==> src/hw/rtl/bpi_pkg.sv <==
// shared widths, constants and control types of the band power integrator
package bpi_pkg;

  localparam int CH_W       = 3;
  localparam int BIN_W      = 12;
  localparam int SMP_W      = 32;
  localparam int TS_W       = 63;
  localparam int ACC_W      = 48;
  localparam int TOD_W      = 37;
  localparam int ITIME_W    = 40;
  localparam int INV_W      = 32;
  localparam int CFG_IDX_W  = 2;
  localparam int CFG_DATA_W = 40;

  // bins at or beyond this count are dropped
  localparam int SPECTRUM_BINS = 4096;

  // microseconds in one day
  localparam logic [TOD_W-1:0] DAY_US  = 37'd86400000000;
  localparam logic [ACC_W-1:0] ACC_MAX = '1;

  // configuration register indexes
  localparam logic [CFG_IDX_W-1:0] CFG_BAND_START = 2'd0;
  localparam logic [CFG_IDX_W-1:0] CFG_BAND_STOP  = 2'd1;
  localparam logic [CFG_IDX_W-1:0] CFG_INT_TIME   = 2'd2;
  localparam logic [CFG_IDX_W-1:0] CFG_INV_BW     = 2'd3;

  // configuration reset values
  localparam logic [BIN_W-1:0]   START_RST = 12'd0;
  localparam logic [BIN_W-1:0]   STOP_RST  = 12'd4095;
  localparam logic [ITIME_W-1:0] ITIME_RST = 40'd1000000;
  localparam logic [INV_W-1:0]   INV_RST   = 32'd65536;

  // accumulator memory control
  typedef struct packed {
    logic upd_en;
    logic rd_en;
    logic clr;
  } bpi_acc_ctl_t;

endpackage

==> src/hw/rtl/bpi_scale.sv <==
// accumulator times reciprocal bandwidth, two partial products, saturated
module bpi_scale (
  input  logic                      clk,
  input  logic                      rst_n,
  input  logic                      in_vld,
  input  logic [bpi_pkg::ACC_W-1:0] acc,
  input  logic [bpi_pkg::INV_W-1:0] inv,
  output logic                      out_vld,
  output logic [bpi_pkg::ACC_W-1:0] power
);
  import bpi_pkg::*;

  localparam int LO_W   = 32;
  localparam int HI_W   = ACC_W - LO_W;
  localparam int PL_W   = LO_W + INV_W;
  localparam int PH_W   = HI_W + INV_W;
  localparam int PROD_W = ACC_W + INV_W;
  localparam int FRAC_W = 16;
  localparam int KEEP_W = 64;

  logic              va_r;
  logic              vb_r;
  logic [PL_W-1:0]   pl_r;
  logic [PH_W-1:0]   ph_r;
  logic [PROD_W-1:0] prod;
  logic [ACC_W-1:0]  power_r;

  always_ff @(posedge clk) begin
    if (!rst_n) begin
      va_r <= 1'b0;
      vb_r <= 1'b0;
    end else begin
      va_r <= in_vld;
      vb_r <= va_r;
    end
  end

  always_ff @(posedge clk) begin
    pl_r <= PL_W'(acc[LO_W-1:0]) * PL_W'(inv);
    ph_r <= PH_W'(acc[ACC_W-1:LO_W]) * PH_W'(inv);
  end

  assign prod = PROD_W'(pl_r) + {ph_r, {LO_W{1'b0}}};

  // products past 64 bits saturate
  always_ff @(posedge clk) begin
    power_r <= (|prod[PROD_W-1:KEEP_W]) ? ACC_MAX : prod[KEEP_W-1:FRAC_W];
  end

  assign out_vld = vb_r;
  assign power   = power_r;

endmodule

==> config.mk <==
export PLATFORM = sky130hd
export DESIGN_NAME = bpi_scale
export DESIGN_NICKNAME = d
export VERILOG_FILES = /design/src/hw/rtl/bpi_pkg.sv /design/src/hw/rtl/bpi_scale.sv
export SDC_FILE = /design/constraint.sdc
export NUM_CORES = 2
export LEC_CHECK = 0
export BUFFER_PORTS_ARGS = -buffer_cell sky130_fd_sc_hd__buf_4
export CELL_PAD_IN_SITES_DETAIL_PLACEMENT = 1
export CELL_PAD_IN_SITES_GLOBAL_PLACEMENT = 1
export CORE_MARGIN = 8
export CORE_UTILIZATION = 52
export DETAILED_ROUTE_END_ITERATION = 6
export GPL_ROUTABILITY_DRIVEN = 0
export PLACE_DENSITY_LB_ADDON = 0.12
export SLEW_MARGIN = 5
export SYNTH_ARGS = -nofsm -noshare
export SYNTH_HDL_FRONTEND = slang
export SYNTH_SLANG_ARGS = --single-unit
export TNS_END_PERCENT = 10
==> constraint.sdc <==
create_clock -name clk -period 10.1 [get_ports clk]
set_input_delay 0.505 -clock clk [delete_from_list [all_inputs] [get_ports clk]]
set_output_delay 0.505 -clock clk [all_outputs]
set_load 0.02 [all_outputs]
==> flow_summary.toml <==
[critical_path]
arrival_ns = 8.55
critPathRequiredTime_ns = 10.48
cp_max_fo = 48
worstSetupPathType = "in -> reg"
cp_slowest_cell = "a211oi_2"
cpPeakStageDelay_ns = 0.75
rr_worst_depth = 15
cpLargestDelayFamily = "adder cells"
cp_num_cells = 26
r2r_slack_ns = 5.62
end_kind = "flip-flop"
startpoint_type = "input pin"
path_buf_inv = 5
cpMostUsedCell = "fa_1"

[routing]
num_vias = 40112
drtIter0Drc = 1939
wl_per_cell_um = 22.7
drt_pass1_iterations = 5
totalWireLength_um = 165000
viasPerCell = 5.53
drc_errors = 0
final_antenna_net_count = 0

[flow_run]
maxCapViolations = 0

[grt]
grt_pass1_vias = 47142
track_usage = 0.292
overflow = 0
grt_start_max_net_pins = 49
grt_first_pass_wirelength_um = 264000
antenna_found_initial = 4

[synthesis]
yosysUniqueCellTypes = 91
syn_nets = 7839
yosysWarnings = 0
yosysSeqAreaShare = 0.0533
syn_avg_cell_area_um2 = 9.09
ys_ff_latch = 146
synthFlopType = "dfxtp_1"
async_flop_share = 0
syn_area_um2 = 54800
synth-edff-count = 0
synthCells = 6030

[clock_network]
cts_hold_buf = 0
clk_pin_slew_ns = 0.07
cts.sinks = 146
htree_levels = 4
post_cts.repair.setup_buffers = 0
cts_buffer_depth = 2
cts_made_buffers = 17
postCtsResizedCells = 0
insertion_delay_ns = 0.52
cts_tree = "done"
cts-root-buf = "clkbuf_16"

[min_path]
whs_path_depth = 2
hold_class = "in -> reg"

[die]
pin_count = 132
die_x_um = 341
coreArea_um2 = 105000
initial_core_util = 0.522
rows = 119
dieArea_um2 = 116000
chipHeight_um = 341

[sta]
finClkSkew_ns = 0.0270
hold_viol = 0
rsz0062_at_grt = "false"
fin_crit_ns = 8.16
drv_slew = 0
tightestPinTransition_ns = 1.11
setup_viol = 0
post-route-period-util = 0.808
slew_headroom = 0.257
max_freq_ghz = 0.122
setup_tns_ns = 0

[layout]
drive_above_1_share = 0.0437
fin_nets = 7656
syn_to_final_growth_pct = 3.62

[outcome]
status = "completed"

[placed_design]
hpwl_um = 130000
io_buffer_count = 131
==> cell usage after synthesis (12+ instances only) <==
cell | n | area share
ha_1 | 412 | 0.094
a21o_1 | 95 | 0.013
a211oi_1 | 17 | 0.0023
nand3_1 | 30 | 0.0027
nand2_1 | 876 | 0.060
o21a_1 | 13 | 0.0018
and3_1 | 16 | 0.0018
a21oi_1 | 126 | 0.012
and2_1 | 765 | 0.087
nand3b_2 | 13 | 0.0027
o21ai_0 | 61 | 0.0056
a31oi_1 | 16 | 0.0018
xor2_1 | 46 | 0.0074
clkbuf_1 | 314 | 0.022
o21ai_1 | 13 | 0.0012
nand2b_1 | 16 | 0.0018
dfxtp_1 | 146 | 0.053
fa_1 | 1314 | 0.48
nand4_1 | 38 | 0.0043
nor3_1 | 21 | 0.0019
inv_1 | 1303 | 0.089
nor2_1 | 67 | 0.0046
nor2b_1 | 12 | 0.0014
nand3_2 | 27 | 0.0049
xnor2_1 | 81 | 0.013
==> final timing paths <==
path,to,start
max,pl_r[60]$_DFF_P_,inv[6]
min,va_r$_SDFF_PN0_,in_vld
max reg2reg,power[4]$_SDFF_PP1_,pl_r[32]$_DFF_P_
min reg2reg,power[6]$_SDFF_PP1_,pl_r[22]$_DFF_P_
==> per-layer routing <==
metal	share of wire	wire length [um]	track usage
met5	0.000091	15	0
met1	0.38	62900	0.339
met3	0.036	5870	0.0313
met2	0.53	87000	0.534
met4	0.055	9100	0.142
==> sequential cells by signal, summed over array words and instances (netlist names) <==
register,count
out_vld,1
ph_r,48
va_r,1
pl_r,48
power,48
==> logic make-up (layout without fill, tap and decap cells) <==
family / after synthesis / after routing / synth area share
multiplexers: 12 / 12 / 0.00231
buffers and inverters: 1650 / 1480 / 0.115
AO/OA/AOI/OAI: 439 / 439 / 0.0537
adder cells (fa/ha/maj): 1726 / 1726 / 0.574
AND/OR/NAND/NOR: 1930 / 1930 / 0.181
flip-flops: 146 / 146 / 0.0533
XOR/XNOR: 127 / 127 / 0.0203
other: 0 / 2 / 0
==> placed cells by master, fill, tap and decap left out, drive strengths merged, types with 11 or more instances in the layout <==
cell / n
nand3: 57
and4: 11
xor2: 46
o21a: 13
clkbuf: 18
o21bai: 11
nand2b: 16
o21ai: 77
and3: 16
nor2b: 12
a211oi: 19
nand4: 39
a21o: 95
buf: 145
inv: 1311
xnor2: 81
dfxtp: 146
ha: 412
a21oi: 133
o211ai: 11
nand3b: 19
nand2: 877
and2: 765
nor2: 68
fa: 1314
nor3: 22
a31oi: 16
==> metrics by stage <==
step	instances	setup WS, ns	utilization	instance area (um2)	hold slack (ns)
5_1_grt	7251	1.60	0.541	56800	0.199
3_5_place_dp	7219	1.40	0.535	56200	0.400
6_report	7253	1.94	0.541	56800	0.205
4_1_cts	7251	1.94	0.541	56800	0.168
2_1_floorplan	6030	2.64	-	54800	0.391
3_3_place_gp	7219	1.63	0.535	56200	0.400
==> final cells by class <==
class | count | area, um2
Inverter | 1303 | 4890
Antenna cell | 2 | 5.00
Clock inverter | 14 | 136
Multi-Input combinational cell | 4234 | 45600
Clock buffer | 18 | 429
Sequential cell | 146 | 2920
Tap cell | 1391 | 1740
Fill cell | 12217 | 48200
Timing Repair Buffer | 145 | 1090
Power is left out: the tool's default activity adds up to more than one toggle a clock period on the data nets, which glitch-free logic cannot reach.
