File: src/hw/rtl/bpi_pkg.sv
// shared widths, constants and control types of the band power integrator
package bpi_pkg;

  localparam int CH_W       = 3;
  localparam int BIN_W      = 12;
  localparam int SMP_W      = 32;
  localparam int TS_W       = 63;
  localparam int ACC_W      = 48;
  localparam int TOD_W      = 37;
  localparam int ITIME_W    = 40;
  localparam int INV_W      = 32;
  localparam int CFG_IDX_W  = 2;
  localparam int CFG_DATA_W = 40;

  // bins at or beyond this count are dropped
  localparam int SPECTRUM_BINS = 4096;

  // microseconds in one day
  localparam logic [TOD_W-1:0] DAY_US  = 37'd86400000000;
  localparam logic [ACC_W-1:0] ACC_MAX = '1;

  // configuration register indexes
  localparam logic [CFG_IDX_W-1:0] CFG_BAND_START = 2'd0;
  localparam logic [CFG_IDX_W-1:0] CFG_BAND_STOP  = 2'd1;
  localparam logic [CFG_IDX_W-1:0] CFG_INT_TIME   = 2'd2;
  localparam logic [CFG_IDX_W-1:0] CFG_INV_BW     = 2'd3;

  // configuration reset values
  localparam logic [BIN_W-1:0]   START_RST = 12'd0;
  localparam logic [BIN_W-1:0]   STOP_RST  = 12'd4095;
  localparam logic [ITIME_W-1:0] ITIME_RST = 40'd1000000;
  localparam logic [INV_W-1:0]   INV_RST   = 32'd65536;

  // accumulator memory control
  typedef struct packed {
    logic upd_en;
    logic rd_en;
    logic clr;
  } bpi_acc_ctl_t;

endpackage

File: src/hw/rtl/bpi_tod.sv
// time of day remainder by reciprocal multiplication, pipelined
module bpi_tod (
  input  logic                      clk,
  input  logic                      rst_n,
  input  logic                      start,
  input  logic [bpi_pkg::TS_W-1:0]  ts,
  output logic                      done,
  output logic [bpi_pkg::TOD_W-1:0] tod
);
  import bpi_pkg::*;

  // one day is 2^13 times an odd factor; the low 13 bits pass straight through
  localparam int SH_W   = 13;
  localparam int X_W    = TS_W - SH_W;
  localparam int ODD_W  = TOD_W - SH_W;
  localparam int M_W    = 25;
  localparam int RCP_SH = 48;
  localparam int LO_W   = 32;
  localparam int HI_W   = X_W - LO_W;
  localparam int PA_W   = LO_W + M_W;
  localparam int PB_W   = HI_W + M_W;
  localparam int SUM_W  = X_W + M_W;
  localparam int Q_W    = SUM_W - RCP_SH;
  localparam int QD_W   = Q_W + ODD_W;
  // remainder before correction stays below five times the odd factor
  localparam int R_W    = 27;

  localparam logic [ODD_W-1:0] D_ODD = ODD_W'(DAY_US >> SH_W);
  // quotient estimate falls at most four short of the true quotient
  localparam logic [M_W-1:0]   RECIP = M_W'((64'd1 << RCP_SH) / 64'(D_ODD));
  localparam logic [R_W-1:0]   D1    = R_W'(D_ODD);
  localparam logic [R_W-1:0]   D2    = D1 + D1;
  localparam logic [R_W-1:0]   D3    = D2 + D1;
  localparam logic [R_W-1:0]   D4    = D2 + D2;

  logic [3:0]       v_r;
  logic             done_r;
  logic [X_W-1:0]   x_r;
  logic [SH_W-1:0]  lo_r;
  logic [PA_W-1:0]  pa_r;
  logic [PB_W-1:0]  pb_r;
  logic [SUM_W-1:0] qsum;
  logic [Q_W-1:0]   q_r;
  logic [QD_W-1:0]  qd;
  logic [R_W-1:0]   r_r;
  logic [R_W-1:0]   fix;
  logic [ODD_W-1:0] rem_r;

  always_ff @(posedge clk) begin
    if (!rst_n) begin
      v_r    <= '0;
      done_r <= 1'b0;
    end else begin
      v_r    <= {v_r[2:0], start};
      done_r <= v_r[3];
    end
  end

  assign qsum = SUM_W'(pa_r) + {pb_r, {LO_W{1'b0}}};
  assign qd   = QD_W'(q_r) * QD_W'(D_ODD);

  // final correction by up to four times the odd factor
  always_comb begin
    priority if (r_r >= D4) begin
      fix = r_r - D4;
    end else if (r_r >= D3) begin
      fix = r_r - D3;
    end else if (r_r >= D2) begin
      fix = r_r - D2;
    end else if (r_r >= D1) begin
      fix = r_r - D1;
    end else begin
      fix = r_r;
    end
  end

  always_ff @(posedge clk) begin
    if (start) begin
      x_r  <= ts[TS_W-1:SH_W];
      lo_r <= ts[SH_W-1:0];
    end
    pa_r <= PA_W'(x_r[LO_W-1:0]) * PA_W'(RECIP);
    pb_r <= PB_W'(x_r[X_W-1:LO_W]) * PB_W'(RECIP);
    q_r  <= qsum[SUM_W-1:RCP_SH];
    r_r  <= x_r[R_W-1:0] - qd[R_W-1:0];
    if (v_r[3]) begin
      rem_r <= fix[ODD_W-1:0];
    end
  end

  assign done = done_r;
  assign tod  = {rem_r, lo_r};

endmodule

File: config.mk
export PLATFORM = sky130hd
export DESIGN_NAME = bpi_tod
export DESIGN_NICKNAME = d
export VERILOG_FILES = /design/src/hw/rtl/bpi_pkg.sv /design/src/hw/rtl/bpi_tod.sv
export SDC_FILE = /design/constraint.sdc
export NUM_CORES = 2
export LEC_CHECK = 0
export BUFFER_PORTS_ARGS = -buffer_cell sky130_fd_sc_hd__buf_2
export CORE_ASPECT_RATIO = 0.8
export CORE_UTILIZATION = 60
export DETAILED_ROUTE_END_ITERATION = 12
export GPL_TIMING_DRIVEN = 0
export PLACE_DENSITY_LB_ADDON = 0.1
export SLEW_MARGIN = 25
export SYNTH_ARGS = -nofsm -noshare
export SYNTH_HDL_FRONTEND = slang
export SYNTH_SLANG_ARGS = --single-unit
export TNS_END_PERCENT = 10
File: constraint.sdc
create_clock -name clk -period 9.4 [get_ports clk]
set_input_delay 1.88 -clock clk [delete_from_list [all_inputs] [get_ports clk]]
set_output_delay 1.88 -clock clk [all_outputs]
set_load 0.01 [all_outputs]
==> results.md <==
- Syn. warnings: 0
- Antenna viol nets, final: 0
- FILL cells: about 5300
- PortBufs: 103
- Post-synth top area share: 0.378
- Max cap viols: 0
- Drc violations: 0
- N_diodes: 0
- Area Overhead vs Synth: 6.26%
- Routed Wire Length: roughly 94 mm
- Top_reg_cell synth: dfxtp_1
- Least-Margin Pin Slew: roughly 1 ns
- Slew headroom: 0.310
- Met3 usage: 0.0611
- Fmax: about 110 MHz
- Tcrit/Tclk final: 0.926
- Worst-path fanout max: 9
- Synth async-reset ratio: 0
- Vias: approximately 25000
- Initial antenna violation count: 0
- DR vias/cell: between 5 and 6
- Multi-input gate area: 29400 sq um
- Root Driver: clkbuf_16
- Met1 Use GR: 0.456
- Cells after synthesis: between 3000 and 4000
- CP startpoint kind: register
- CP Class: register to register
- Mapped Area: 38900 sq um
- Endpoints failing hold: 0
- Largest net degree at the start of global routing: 37
- Commonest cells post-synth: inv_1 (1094), fa_1 (733), ha_1 (645)
- First DRT Iteration DRCs: 1656
- Inserted Clock Buffers: 25
- CTS tree: done
- Final HPWL DP: 82.6 mm
- IO Count: 104
- Post-CTS Setup Bufs: 0
- First-pass GRT wire length: between 150 and 200 mm
- Layer with the highest usage: met2
- Clk buf depth: 3
- Final slew viol count: 0
- CP Data Arrival Time: 9.12 ns
- GRT Util Overall: 0.306
- Cell taking the most area after synthesis: fa_1
- GRT Residual Overflow: 0
- Finish-stage setup viols: 0
- CP max stage cell: edfxtp_1
- GR Layer Usage met2: 0.460
- #FFs+latches synth: about 210
- Final net count: between 5000 and 6000
- Chip height: 230 um
- Count leader, synth: inv_1
- RSZ-0062 raised after global routing: false
- Largest stage delay on the critical path: between 0.6 and 0.7 ns
- Syn nets: 5200
- H-tree levels: 1
- Sequential fraction of the synthesis area: 0.133
- Ratio of cells with drive above 1 in the final layout: 0.0533
- Final setup TNS: 0 ns
- Hold buffers post-CTS: 0
- Area contributors post-synth: fa_1 (38%), ha_1 (21%), inv_1 (11%)
- Clk sinks: 214
- CP Capture Type: register
- Cells along the critical path: clkbuf_1 -> inv_1 -> fa_1 -> inv_1 -> ha_1 -> inv_1 -> fa_1 -> inv_1 -> fa_1 -> fa_1 -> fa_1 -> inv_1 -> fa_1 -> inv_1 -> ha_1 -> nand4_1 -> nor3_1 -> nand4_1 -> a21oi_1 -> a22o_1 -> o21ai_1 -> a31oi_1 -> o311ai_1 -> o311ai_0
- Skew final: roughly 0.014 ns
- Post-route minimum period: 8.70 ns
- Sequential cell area: roughly 5200 sq um
- Status: complete, no violations
- Synth cell types: approximately 80
- Die Wd: 287 um
- Post-CTS Resized: 0
- Clock slew seen by the registers of the worst setup and hold paths: around 0.060 ns
- 1st-pass router iterations: 6
- Routed WL per cell: about 20 um
- Row count: 83
- Later-pin clock latency in the skew report: 0.58 ns
- Core area: around 64000 sq um
- Die area: ~66000 sq um
- Post-synth EDFFs: 87
- Critical Path RT: approximately 10 ns
- Gpl congestion: roughly 0.96
- Vias in the first global route: between 20000 and 30000
- Starting Density: 0.606
- Worst hold path type: register to register
- Mean Syn Cell Area: approximately 10 sq um
## sequential cells by signal, indices dropped and copies added (netlist names)
register  flops
x_r          50
pb_r         43
q_r          27
r_r          27
pa_r         25
rem_r        24
lo_r         13
v_r           4
done          1
## final cells by class
class / instances / share of cell area
Buffer: 43 / 0.00549
Sequential cell: 214 / 0.125
Tap cell: 850 / 0.0258
Inverter: 1094 / 0.0995
Clock inverter: 13 / 0.00373
Multi-Input combinational cell: 2405 / 0.711
Clock buffer: 31 / 0.0162
Timing Repair Buffer: 104 / 0.0132
## cell families after synthesis
logic type / after synthesis / share of synthesized area
xor+xnor: 196 / 0.0442
mux: 4 / 0.00103
buf+inv: 1137 / 0.112
flops: 214 / 0.133
simple gates: 375 / 0.0488
fa+ha+maj: 1378 / 0.585
compound gates: 452 / 0.0764
## metal layers
metal	vias up	wire length [um]
met2	711	40600
li1	11942	-
met3	116	6710
met4	0	2380
met1	12558	44800
met5	-	0
## stage by stage
step | setup slack, ns | hold WS, ns | cell area (sq um) | std cells | util
after floorplan | 2.85 | 0.406 | 38900 | 3756 | -
after global placement | 0.923 | 0.408 | 40400 | 4709 | 0.631
after detailed placement | 0.814 | 0.419 | 40500 | 4710 | 0.632
after CTS | 0.758 | 0.436 | 41300 | 4754 | 0.644
after global routing | 0.359 | 0.448 | 41300 | 4754 | 0.644
final | 0.696 | 0.428 | 41300 | 4754 | 0.644
## cell usage in the layout, fill, tap and decap left out, types with 9 or more instances in the layout
cell	count
inv_1	1094
fa_1	733
ha_1	645
a21oi_1	139
xnor2_1	128
dfxtp_1	126
buf_2	118
nor2_1	102
edfxtp_1	87
nand2_1	74
xor2_1	68
o21ai_0	66
a21o_1	65
nand3_1	40
o21a_1	29
nor3_1	28
clkbuf_16	25
clkbuf_1	22
a31oi_1	20
nor2b_1	20
and3_1	18
a211oi_1	15
nand4_1	15
and2_1	14
o211ai_1	13
o21bai_1	12
or2_2	12
nor4_1	11
nand2b_1	10
or3_1	9
## critical path: cells and delay by family, from the launching register on
kind                       cells  cell delay [ns]
adders and majority gates      8             3.72
AOI/OAI and AO/OA              6             2.05
buffers and inverters          7             1.05
and+or+nand+nor                3             1.05
DFF                            1             0.66
## worst paths after layout
check | to | cells after the start | startpoint | slack, ns
max | pa_r[46]$_DFF_P_ | 24 | x_r[4]$_DFFE_PP_ | 0.70
min | v_r[2]$_SDFF_PN0_ | 1 | v_r[1]$_SDFF_PN0_ | 0.43
max reg2reg | pa_r[46]$_DFF_P_ | 24 | x_r[4]$_DFFE_PP_ | 0.70
min reg2reg | v_r[2]$_SDFF_PN0_ | 1 | v_r[1]$_SDFF_PN0_ | 0.43
Power is not shown: default switching activity piles up to over one toggle a cycle in this logic, so the estimate is an artifact.
