`src/hw/rtl/bpi_pkg.sv`:
```
// shared widths, constants and control types of the band power integrator
package bpi_pkg;

  localparam int CH_W       = 3;
  localparam int BIN_W      = 12;
  localparam int SMP_W      = 32;
  localparam int TS_W       = 63;
  localparam int ACC_W      = 48;
  localparam int TOD_W      = 37;
  localparam int ITIME_W    = 40;
  localparam int INV_W      = 32;
  localparam int CFG_IDX_W  = 2;
  localparam int CFG_DATA_W = 40;

  // bins at or beyond this count are dropped
  localparam int SPECTRUM_BINS = 4096;

  // microseconds in one day
  localparam logic [TOD_W-1:0] DAY_US  = 37'd86400000000;
  localparam logic [ACC_W-1:0] ACC_MAX = '1;

  // configuration register indexes
  localparam logic [CFG_IDX_W-1:0] CFG_BAND_START = 2'd0;
  localparam logic [CFG_IDX_W-1:0] CFG_BAND_STOP  = 2'd1;
  localparam logic [CFG_IDX_W-1:0] CFG_INT_TIME   = 2'd2;
  localparam logic [CFG_IDX_W-1:0] CFG_INV_BW     = 2'd3;

  // configuration reset values
  localparam logic [BIN_W-1:0]   START_RST = 12'd0;
  localparam logic [BIN_W-1:0]   STOP_RST  = 12'd4095;
  localparam logic [ITIME_W-1:0] ITIME_RST = 40'd1000000;
  localparam logic [INV_W-1:0]   INV_RST   = 32'd65536;

  // accumulator memory control
  typedef struct packed {
    logic upd_en;
    logic rd_en;
    logic clr;
  } bpi_acc_ctl_t;

endpackage

```
`src/hw/rtl/bpi_acc.sv`:
```
// per-channel accumulator memory with read-modify-write and write forwarding
module bpi_acc #(
  parameter int NUM_CHANNELS = 8,
  parameter int CH_AW        = 3
) (
  input  logic                       clk,
  input  logic                       rst_n,
  input  bpi_pkg::bpi_acc_ctl_t      ctl,
  input  logic [CH_AW-1:0]           upd_addr,
  input  logic [bpi_pkg::SMP_W-1:0]  upd_mag,
  input  logic [CH_AW-1:0]           rd_addr,
  output logic [bpi_pkg::ACC_W-1:0]  rd_data
);
  import bpi_pkg::*;

  logic [ACC_W-1:0]        mem [NUM_CHANNELS];
  logic [NUM_CHANNELS-1:0] vld_r;

  logic [CH_AW-1:0] raddr;
  logic [ACC_W-1:0] rdata_r;
  logic             rvld_r;

  logic             s1_en_r;
  logic [CH_AW-1:0] s1_addr_r;
  logic [SMP_W-1:0] s1_mag_r;

  logic             fw_en_r;
  logic [CH_AW-1:0] fw_addr_r;
  logic [ACC_W-1:0] fw_data_r;

  logic [ACC_W-1:0] old_acc;
  logic [ACC_W:0]   sum_w;
  logic [ACC_W-1:0] new_acc;

  assign raddr = ctl.rd_en ? rd_addr : upd_addr;

  // synchronous read port
  always_ff @(posedge clk) begin
    if (ctl.rd_en || ctl.upd_en) begin
      rdata_r <= mem[raddr];
    end
  end

  always_ff @(posedge clk) begin
    if (!rst_n) begin
      rvld_r <= 1'b0;
    end else if (ctl.rd_en || ctl.upd_en) begin
      rvld_r <= vld_r[raddr];
    end
  end

  // write from the previous cycle collides with this read
  assign old_acc = (fw_en_r && (fw_addr_r == s1_addr_r)) ? fw_data_r :
                   (rvld_r ? rdata_r : '0);
  assign sum_w   = {1'b0, old_acc} + {{(ACC_W + 1 - SMP_W){1'b0}}, s1_mag_r};
  assign new_acc = sum_w[ACC_W] ? ACC_MAX : sum_w[ACC_W-1:0];

  always_ff @(posedge clk) begin
    if (s1_en_r) begin
      mem[s1_addr_r] <= new_acc;
    end
  end

  always_ff @(posedge clk) begin
    if (!rst_n) begin
      s1_en_r <= 1'b0;
      fw_en_r <= 1'b0;
      vld_r   <= '0;
    end else begin
      s1_en_r <= ctl.upd_en;
      fw_en_r <= s1_en_r;
      if (ctl.clr) begin
        vld_r <= '0;
      end else if (s1_en_r) begin
        vld_r[s1_addr_r] <= 1'b1;
      end
    end
  end

  always_ff @(posedge clk) begin
    s1_addr_r <= upd_addr;
    s1_mag_r  <= upd_mag;
    fw_addr_r <= s1_addr_r;
    fw_data_r <= new_acc;
  end

  assign rd_data = rvld_r ? rdata_r : '0;

endmodule

```
`config.mk`:
```
export PLATFORM = sky130hd
export DESIGN_NAME = bpi_acc
export DESIGN_NICKNAME = d
export VERILOG_FILES = /design/src/hw/rtl/bpi_pkg.sv /design/src/hw/rtl/bpi_acc.sv
export SDC_FILE = /design/constraint.sdc
export NUM_CORES = 1
export LEC_CHECK = 0
export BUFFER_PORTS_ARGS = -buffer_cell sky130_fd_sc_hd__buf_2
export CAP_MARGIN = 10
export CORE_MARGIN = 2
export CORE_UTILIZATION = 66
export DETAILED_ROUTE_END_ITERATION = 12
export MAX_ROUTING_LAYER = met4
export PLACE_DENSITY_LB_ADDON = 0.3
export SLEW_MARGIN = 0
export SYNTH_ARGS = -nofsm -noshare
export SYNTH_HDL_FRONTEND = slang
export SYNTH_SLANG_ARGS = --single-unit
```
`constraint.sdc`:
```
create_clock -name clk -period 14.7 [get_ports clk]
set_clock_uncertainty 0.1 [all_clocks]
set_input_delay 2.94 -clock clk [delete_from_list [all_inputs] [get_ports clk]]
set_output_delay 2.94 -clock clk [all_outputs]
set_load 0.03 [all_outputs]
```
==> impl_metrics.yaml, run 1 <==
routing:
  drt_iter0_drc: 1214
  drt-total-wl_mm: 45.6
  via_per_inst: 6.47
  firstDrtPassIters: 5
  vias: 11629
  drc_errors: 0
  detail_route.wl_per_cell_microns: 25.4
  detail-route-antenna-nets: 0
critical_path:
  worstPathRequired_ns: 14.82
  reg2reg_slack_ns: 8.51
  worst_setup_path_end_kind: "flip-flop"
  cp.arrival_ns: 6.31
  critPathMaxFanout: 46
  cp-start-kind: "flip-flop"
  r2r_cells: 14
  r2r-start: "s1_addr_r[2]"
  reg2reg_to: "mem[1][39]"
  path_class: "flip-flop to flip-flop"
placed_design:
  dp_cells: 1702
  place_area_sq_um: 22300
  port_buffers: 90
  dp_hpwl_mm: 23.7
  gp_congestion: 0.890
synth:
  synthAdderAreaFrac: 0.0209
  synth_area_leader_cell: "edfxtp_1"
  synth_edf_count: 432
  synth-xor-area-share: 0.0140
  synth.most_common_cell: "edfxtp_1"
  muxShareOfSynthArea: 0.154
  synth_top_family_by_area: "multiplexers"
  synth_compound_area_frac: 0.0390
  yosysWarnings: 0
  synthCells: 1247
  synth_area_sq_um: 21300
  synthArstFlopShare: 0
  synth_top_area_frac: 0.609
  seq_area_frac_synth: 0.700
  avgSynthCellArea_sq_um: 17.1
  yosys-top-cells-count: "edfxtp_1, mux4_2, dfxtp_1"
  syn-num-nets: 1325
  ys.flop_type: "edfxtp_1"
  yosys.area_share.simple: 0.0576
  synth_area_leaders: "edfxtp_1, mux4_2, dfxtp_1, mux2_2, ha_1"
  ys_types: 53
  yosys_register_bits: 529
grt:
  grt-busiest-layer: "met2"
  antenna_found_initial: 1
  grt_pass1_vias: 12051
  grtUsageMet2: 0.472
  grt_pass1_wl_mm: 69.8
  grtUsageMet3: 0.0343
  grt_use_total: 0.288
  grt_max_degree: 99
  use_met1: 0.386
  overflow: 0
clock_network:
  cts_tree: "done"
  post_cts_buffers: 0
  htree_levels: 2
  clock_latency_ns: 0.56
  cts_sinks: 529
  path_clk_slew_ns: 0.06
  cts_inserted_buffers: 50
  clk_path_buf_depth: 3
  cts_root_buf: "clkbuf_16"
  cts_resized: 0
  cts.hold.buffers_added: 0
power_and_ir_drop:
  p_sw_frac: 0.212
  p_per_area_nw_per_um2: 136
  leakage_nw: 8.63
  power_switching_uw: 690
  vdd_drop_max_mv: 0.105
  seqPwrFrac: 0.528
  power.internal_mw: 2.56
  p_clk_frac: 0.399
  combPwrFrac: 0.073
sta:
  fin_crit_sh: 0.421
  fin_tns_setup_ns: 0
  finalSetupViolCount: 0
  drv_slew: 0
  post-route-min-period_ns: 6.19
  tightest_slew_ns: 1.02
  rsz0062_at_grt: "no"
  relSlewSlack: 0.317
  hold_violations: 0
  max_freq_ghz: 0.162
hold_path:
  holdPathStages: 0
  hold_end: "fw_addr_r[0]"
  worstHoldPathType: "flip-flop to flip-flop"
  min_from: "s1_addr_r[0]"
finish:
  area_delta_synth_final_pct: 12.3
  num-fill-cells: 1779
  nNetsFinal: 1430
  utilization: 0.756
  drive_gt1_frac: 0.271
  postLayoutCellArea_sq_um: 23900
  final-instance-count-excl-fill: 1796
die:
  die-width_microns: 184
  pin_count: 91
  coreArea_sq_um: 31600
  start_util: 0.673
  row_count: 65
  die_h_microns: 184
  die_area_sq_um: 33700
run_status:
  status: "completed"
flow_run:
  maxCapViolations: 0
## routing by layer
layer  vias up  part of all wire
li1       5084                 -
met1      5885              0.39
met2       564              0.51
met3        96             0.073
met4         0             0.025
met5         -                 0
## per-stage QoR
step           power (mW)  hold slack [ns]  worst slack (ns)
4_1_cts              3.26            0.300              8.65
3_3_place_gp         1.97            0.287              8.77
6_report             3.25            0.295              8.51
2_1_floorplan        1.91            0.271              9.37
5_1_grt              3.34            0.316              8.25
3_5_place_dp         1.98            0.298              8.77
## flip-flops by register name (all words and copies together) (netlist names)
signal / flops
fw_addr_r: 3
fw_data_r: 48
fw_en_r: 1
mem: 384
rdata_r: 48
rvld_r: 1
s1_addr_r: 3
s1_en_r: 1
s1_mag_r: 32
vld_r: 8
## power groups by stage
| stage | logic (mW) | registers [mW] | clock network (mW) |
|---|---|---|---|
| finish | 0.237 | 1.71 | 1.30 |
| global route | 0.257 | 1.72 | 1.37 |
| CTS | 0.238 | 1.71 | 1.31 |
| detailed placement | 0.235 | 1.74 | 0 |
| global placement | 0.227 | 1.74 | 0 |
| floorplan | 0.172 | 1.74 | 0 |
## worst max-delay path by stage
| stage | slack, ns | end | from | cells past startpoint |
|---|---|---|---|---|
| 2_1_floorplan | 9.37 | rdata_r[28] | ctl[1] | 6 |
| 3_3_place_gp | 8.77 | rvld_r | ctl[1] | 8 |
| 3_5_place_dp | 8.77 | rvld_r | ctl[1] | 8 |
| 4_1_cts | 8.65 | mem[1][39] | s1_addr_r[1] | 14 |
| 5_1_grt | 8.25 | mem[2][37] | s1_addr_r[2] | 14 |
| 6_report | 8.51 | mem[1][39] | s1_addr_r[2] | 14 |
## layout by cell type, fill, tap and decap left out, types with 14 or more instances in the layout
cell type and instances:
edfxtp_1 432, mux4_2 98, dfxtp_1 97, buf_2 90, mux2_2 80, nand2_1 80, clkbuf_16 51, and2_1 46
a21oi_1 42, nor2_1 38, o21ai_0 34, ha_1 34, xnor2_1 25, inv_1 20, nand3_1 17, buf_4 16
mux2i_1 14, clkbuf_1 14
## layout make-up
class	instances	area [sq um]	area share
Timing Repair Buffer	107	591	0.0247
Clock buffer	73	1440	0.0601
Sequential cell	529	14900	0.623
Tap cell	402	503	0.0210
Multi-Input combinational cell	644	6170	0.258
Clock inverter	20	228	0.00952
Inverter	20	75.1	0.00314
Antenna cell	1	2.50	0.000105
## worst max-delay path: stages, from the launching register on
cell and delay [ns]:
dfxtp_1 0.49, xnor2_1 0.14, nand4_1 0.53, buf_4 0.72
mux2_2 0.41, ha_1 0.35, and2_1 0.17, nand4_1 0.10
a21oi_1 0.29, o21ai_0 0.21, nand2_1 0.22, o21ai_1 0.27
o22ai_1 0.81, a31oi_1 0.17, o21ai_0 0.83
## kinds of logic (layout without fill, tap and decap cells)
kind of cell / count (synthesis) / count (layout)
xor+xnor: 34 / 34
flops: 529 / 529
buf+inv: 74 / 220
fa+ha+maj: 35 / 35
other cells: 0 / 1
simple gates: 249 / 249
compound gates: 131 / 131
mux: 195 / 195
Power figures use the tool's default switching activity.
==> run 2, diff against run 1 <==
Settings changed: ABC_AREA set to 1, CORE_UTILIZATION 66 to 56.
Clock period 14.7 ns to 5.5 ns, I/O delays scaled along.
==> run 2 against run 1 <==
Net effect: clock power grew to 2.7 times the previous value; hold slack better by 0.012 ns; sequential cell count stayed put; die area rose by 23%; cell count rose by 54%; highest routed layer unchanged; wire length rose by 17%; sequential share of layout area decreased by 2.8 points; first-iteration DRC count grew 33%.
==> impl_metrics.yaml, run 2 <==
run_status:
  status: "completed"
grt:
  grt_use_total: 0.270
  overflow: 0
  grt_pass1_vias: 14993
  grt_pass1_wl_mm: 83.6
  grt_max_degree: 197
  antenna_found_initial: 0
sta:
  rsz0062_at_grt: "no"
  hold_violations: 0
  drv_slew: 0
  post-route-min-period_ns: 4.71
  relSlewSlack: 0.181
  tightest_slew_ns: 1.23
  fin_tns_setup_ns: 0
  finalSetupViolCount: 0
  fin_crit_sh: 0.856
  max_freq_ghz: 0.212
synth:
  synth_compound_area_frac: 0.0955
  yosys.area_share.simple: 0.164
  synthCells: 2117
  syn-num-nets: 2195
  synth_area_leaders: "edfxtp_1, dfxtp_1, nor2_1, o21ai_0, nand2_1"
  yosysWarnings: 0
  synth_top_area_frac: 0.580
  synth_area_sq_um: 22400
  muxShareOfSynthArea: 0
  synth_edf_count: 432
  synth_area_leader_cell: "edfxtp_1"
  synth_top_family_by_area: "simple AND/OR/NAND/NOR gates"
  synthArstFlopShare: 0
  synth.most_common_cell: "nor2_1"
  ys.flop_type: "edfxtp_1"
  yosys-top-cells-count: "nor2_1, edfxtp_1, nand2_1"
  ys_types: 42
  seq_area_frac_synth: 0.667
  synthAdderAreaFrac: 0.0199
  synth-xor-area-share: 0.00862
  avgSynthCellArea_sq_um: 10.6
  yosys_register_bits: 529
critical_path:
  path_class: "flip-flop to flip-flop"
  cp.arrival_ns: 4.87
  crit_buf_inv: 5
  worstPathRequired_ns: 5.66
  critPathMaxFanout: 33
  worst_path_largest_cell_delay_ns: 0.44
  path_delay_family: "simple AND/OR/NAND/NOR gates"
  worstPathCellList: "inv_2 > nand2_2 > nand2_2 > nor2_4 > nand2_4 > inv_2 > nand2_1 > o21ai_0 > ha_1 > inv_1 > fa_1 > inv_1 > nand3_1 > nand3_1 > a21oi_1 > o21ai_0 > nand3_1 > nand3_1 > nand3_2 > buf_4 > o21ai_0"
  r2r_cells: 21
  reg2reg_slack_ns: 0.79
  worst_setup_path_end_kind: "flip-flop"
  slowest_stage: "inv_2"
  cpMostUsedCell: "nand3_1"
  cp-start-kind: "flip-flop"
  cp.depth: 21
clock_network:
  clock_latency_ns: 0.59
  post_cts_buffers: 0
  cts.hold.buffers_added: 0
  cts_inserted_buffers: 52
  cts_root_buf: "clkbuf_16"
  cts_sinks: 529
  cts_resized: 0
  path_clk_slew_ns: 0.06
  cts_tree: "done"
  htree_levels: 2
  clk_path_buf_depth: 3
finish:
  nNetsFinal: 2271
  area_delta_synth_final_pct: 12.1
  largest_reg_flops: 384
  final-instance-count-excl-fill: 2762
  top_register: "mem"
  final_common_cell: "edfxtp_1"
  top_regs: "mem x384, fw_data_r x48, rdata_r x48"
  num_antenna_cells: 0
  final_cell_mix: "edfxtp_1, nor2_1, nand2_1"
  drive_gt1_frac: 0.118
die:
  row_count: 73
  die_area_sq_um: 41500
  die_h_microns: 204
  start_util: 0.565
  pin_count: 91
  die-width_microns: 204
  coreArea_sq_um: 39500
routing:
  drt-total-wl_mm: 53.4
  vias: 15556
  drt_iter0_drc: 1618
  via_per_inst: 5.63
  firstDrtPassIters: 6
  drc_errors: 0
  detail-route-antenna-nets: 0
  detail_route.wl_per_cell_microns: 19.3
power_and_ir_drop:
  leakage_nw: 9.83
  p_per_area_nw_per_um2: 366
  p_clk_frac: 0.380
  power.internal_mw: 6.93
  vdd_drop_max_mv: 0.250
  combPwrFrac: 0.108
  seqPwrFrac: 0.511
  power_switching_mw: 2.25
  p_sw_frac: 0.245
placed_design:
  gp_congestion: 0.913
  port_buffers: 90
  dp_hpwl_mm: 32.2
  dp_cells: 2664
hold_path:
  holdPathStages: 0
  worstHoldPathType: "flip-flop to flip-flop"
flow_run:
  maxCapViolations: 0
[run 2: cell count changes after synthesis, sizes merged, moves of 45 or more]
cell	previous run	this run
nor2	44	442
nand2	80	336
o21ai	37	247
inv	20	156
mux4	98	0
mux2	80	0
nand3	17	79
o22ai	1	49
a31oi	7	53
and2	46	1
[run 2: cell type report]
cell class / count / area (sq um)
fill: 3045 / 14500
multi-input combinational: 1338 / 6540
clock inverter: 24 / 229
inverter: 157 / 594
timing repair buffer: 115 / 663
tap: 525 / 657
clock buffer: 74 / 1460
sequential: 529 / 14900
[run 2: power groups by stage]
stage	clock [mW]	sequential, mW	combinational (mW)
after floorplan	0	4.75	0.687
after global placement	0	4.77	0.954
after detailed placement	0	4.77	0.980
after CTS	3.53	4.69	0.988
after global routing	3.69	4.70	1.11
final	3.49	4.69	0.994
[run 2: worst paths after layout]
kind / startpoint / endpoint
worst min-delay path: s1_addr_r[0] / fw_addr_r[0]
worst min register to register: s1_addr_r[0] / fw_addr_r[0]
worst max register to register: s1_addr_r[2] / mem[4][2]
worst max-delay path: s1_addr_r[2] / mem[4][2]
[run 2: through the flow]
step	setup slack (ns)	util	instance area, sq um	power [mW]	hold WS (ns)
after floorplan	1.70	-	22400	5.43	0.276
after global placement	1.08	0.591	23400	5.72	0.294
after detailed placement	0.848	0.591	23400	5.75	0.301
after CTS	0.829	0.633	25100	9.20	0.310
after global routing	0.315	0.633	25100	9.50	0.323
final	0.794	0.633	25100	9.17	0.307
[run 2: cell families after synthesis]
family                   count (synthesis)
AND/OR/NAND/NOR                        888
flip-flops                             529
AO/OA/AOI/OAI                          393
buffers and inverters                  250
adder cells (fa/ha/maj)                 35
XOR/XNOR                                22
[run 2: worst reg2reg max path: cells and delay by family (launching register included)]
| family | cells | cell delay (ns) |
|---|---|---|
| compound gates | 4 | 1.04 |
| simple gates | 10 | 1.35 |
| flops | 1 | 0.43 |
| buf+inv | 5 | 0.92 |
| fa+ha+maj | 2 | 0.56 |
[run 2: per-layer routing]
layer,routed length [microns],GRT usage
met5,0,-
met4,1380,0.0952
met3,4020,0.0318
met2,26000,0.435
met1,22000,0.359
==> run 3, diff against run 2 <==
Settings changed: GPL_TIMING_DRIVEN set to 0.
==> run 3 against run 2 <==
Net effect: non-clock buffer count grew 83; via count up 4.8%; global-route usage grew 4.1 points; final area grew 2.0%; sequential power about the same; clock power rose by 1%; sequential cell count is the same; largest cell class unchanged; highest routed layer unchanged.
==> impl_metrics.yaml, run 3 (synthesized netlist as in run 2, its figures left out) <==
run_status:
  status: "completed"
routing:
  via_per_inst: 5.73
  detail-route-antenna-nets: 0
  drt_iter0_drc: 2048
  drc_errors: 0
  vias: 16296
  drt-total-wl_mm: 62.3
  firstDrtPassIters: 5
  detail_route.wl_per_cell_microns: 21.9
sta:
  fin_ws_ns: 0.441
  relSlewSlack: 0.288
  finalSetupViolCount: 0
  rsz0062_at_grt: "no"
  worst_hold_slack_ns: 0.310
  drv_slew: 0
  tightest_slew_ns: 1.06
  hold_violations: 0
  fin_crit_sh: 0.920
  max_freq_ghz: 0.198
  post-route-min-period_ns: 5.06
critical_path:
  slowest_stage: "clkbuf_1"
  reg2reg_to: "mem[0][41]"
  r2r_cells: 19
  cp.arrival_ns: 5.17
  worstPathRequired_ns: 5.61
  cpMostUsedCell: "nand3_1"
  crit_buf_inv: 5
  cp-start-kind: "flip-flop"
  reg2reg_slack_ns: 0.44
  path_class: "flip-flop to flip-flop"
  worst_path_largest_cell_delay_ns: 0.62
  worst_setup_path_end_kind: "flip-flop"
  r2r-start: "s1_addr_r[2]"
  path_delay_family: "simple AND/OR/NAND/NOR gates"
  worstPathCellList: "inv_2 > nand2_2 > nand2_2 > nor2_4 > nand2_4 > inv_1 > buf_4 > clkbuf_1 > o21ai_0 > ha_1 > nand2_1 > nand3_1 > a21oi_1 > o21ai_1 > nand3_1 > nand3_1 > nand3_1 > buf_2 > nand3_1"
  critPathMaxFanout: 10
finish:
  nNetsFinal: 2355
  top_register: "mem"
  final_cell_mix: "edfxtp_1, nor2_1, nand2_1"
  num-fill-cells: 3025
  largest_reg_flops: 384
  num_antenna_cells: 0
  area_delta_synth_final_pct: 14.3
  drive_gt1_frac: 0.115
  top_regs: "mem x384, fw_data_r x48, rdata_r x48"
  final_common_cell: "edfxtp_1"
die:
  row_count: 73
  pin_count: 91
  start_util: 0.565
  die_area_sq_um: 41500
  die_h_microns: 204
  coreArea_sq_um: 39500
  die-width_microns: 204
grt:
  grt_max_degree: 51
  overflow: 0
  grt_pass1_vias: 15759
  antenna_found_initial: 0
  grt_use_total: 0.312
  grt_pass1_wl_mm: 92.7
power_and_ir_drop:
  combPwrFrac: 0.117
  vdd_drop_max_mv: 0.272
  leakage_nw: 10.0
  power.internal_mw: 6.97
  p_per_area_nw_per_um2: 364
  p_sw_frac: 0.251
  p_clk_frac: 0.380
  power_switching_mw: 2.34
  seqPwrFrac: 0.503
clock_network:
  htree_levels: 2
  clk_path_buf_depth: 3
  cts_inserted_buffers: 53
  cts_tree: "done"
  cts_sinks: 529
  path_clk_slew_ns: 0.06
  cts_root_buf: "clkbuf_16"
  clock_latency_ns: 0.61
placed_design:
  place_ws_ns: -0.100
  port_buffers: 89
  gp_congestion: 0.935
  dp_hpwl_mm: 41.7
hold_path:
  worstHoldPathType: "flip-flop to flip-flop"
  hold_end: "fw_addr_r[0]"
  min_from: "s1_addr_r[0]"
  holdPathStages: 0
flow_run:
  maxCapViolations: 0
-- run 3: worst max path at each step --
stage / from / endpoint / slack [ns] / depth (start not counted)
2_1_floorplan: s1_addr_r[2] / mem[0][40] / 1.70 / 22
3_3_place_gp: s1_addr_r[2] / mem[7][40] / 0.04 / 22
3_5_place_dp: s1_addr_r[2] / mem[5][40] / -0.10 / 22
4_1_cts: s1_addr_r[2] / mem[5][2] / 0.23 / 23
5_1_grt: s1_addr_r[2] / mem[0][41] / 0.1 / 21
6_report: s1_addr_r[2] / mem[0][41] / 0.44 / 19
-- run 3: power groups by stage --
| stage | logic, mW | clock network, mW | registers (mW) |
|---|---|---|---|
| final | 1.09 | 3.54 | 4.69 |
| after global routing | 1.18 | 3.72 | 4.70 |
| after CTS | 1.07 | 3.57 | 4.68 |
| after detailed placement | 1.06 | 0 | 4.77 |
| after global placement | 1.02 | 0 | 4.77 |
| after floorplan | 0.687 | 0 | 4.75 |
-- run 3: layer usage --
metal | wire (microns) | track usage
met5 | 0 | -
met4 | 2130 | 0.130
met3 | 5490 | 0.0404
met2 | 30400 | 0.502
met1 | 24300 | 0.402
-- run 3: timing repair --
item	in CTS	in global routing
resized for setup	1	3
setup buffers	0	0
pin swaps	0	0
endpoints found under the setup margin	8	400
hold buffers	0	0
-- run 3: area by class of cell --
cell class	instances	area [sq um]	share of cell area
Sequential cell	529	14900	0.584
Clock inverter	15	163	0.00637
Multi-Input combinational cell	1338	6510	0.255
Clock buffer	83	1540	0.0602
Tap cell	525	657	0.0257
Timing Repair Buffer	105	763	0.0299
Buffer	93	410	0.0161
Inverter	157	589	0.0231
-- run 3: stage by stage --
stage | utilization | setup TNS, ns | instances | power, mW | cell area (sq um)
final | 0.646 | 0 | 2845 | 9.31 | 25500
after global routing | 0.646 | 0 | 2845 | 9.60 | 25500
after CTS | 0.646 | 0 | 2844 | 9.32 | 25500
after detailed placement | 0.603 | -0.801 | 2746 | 5.83 | 23800
after global placement | 0.593 | 0 | 2731 | 5.79 | 23500
after floorplan | - | 0 | 2117 | 5.43 | 22400
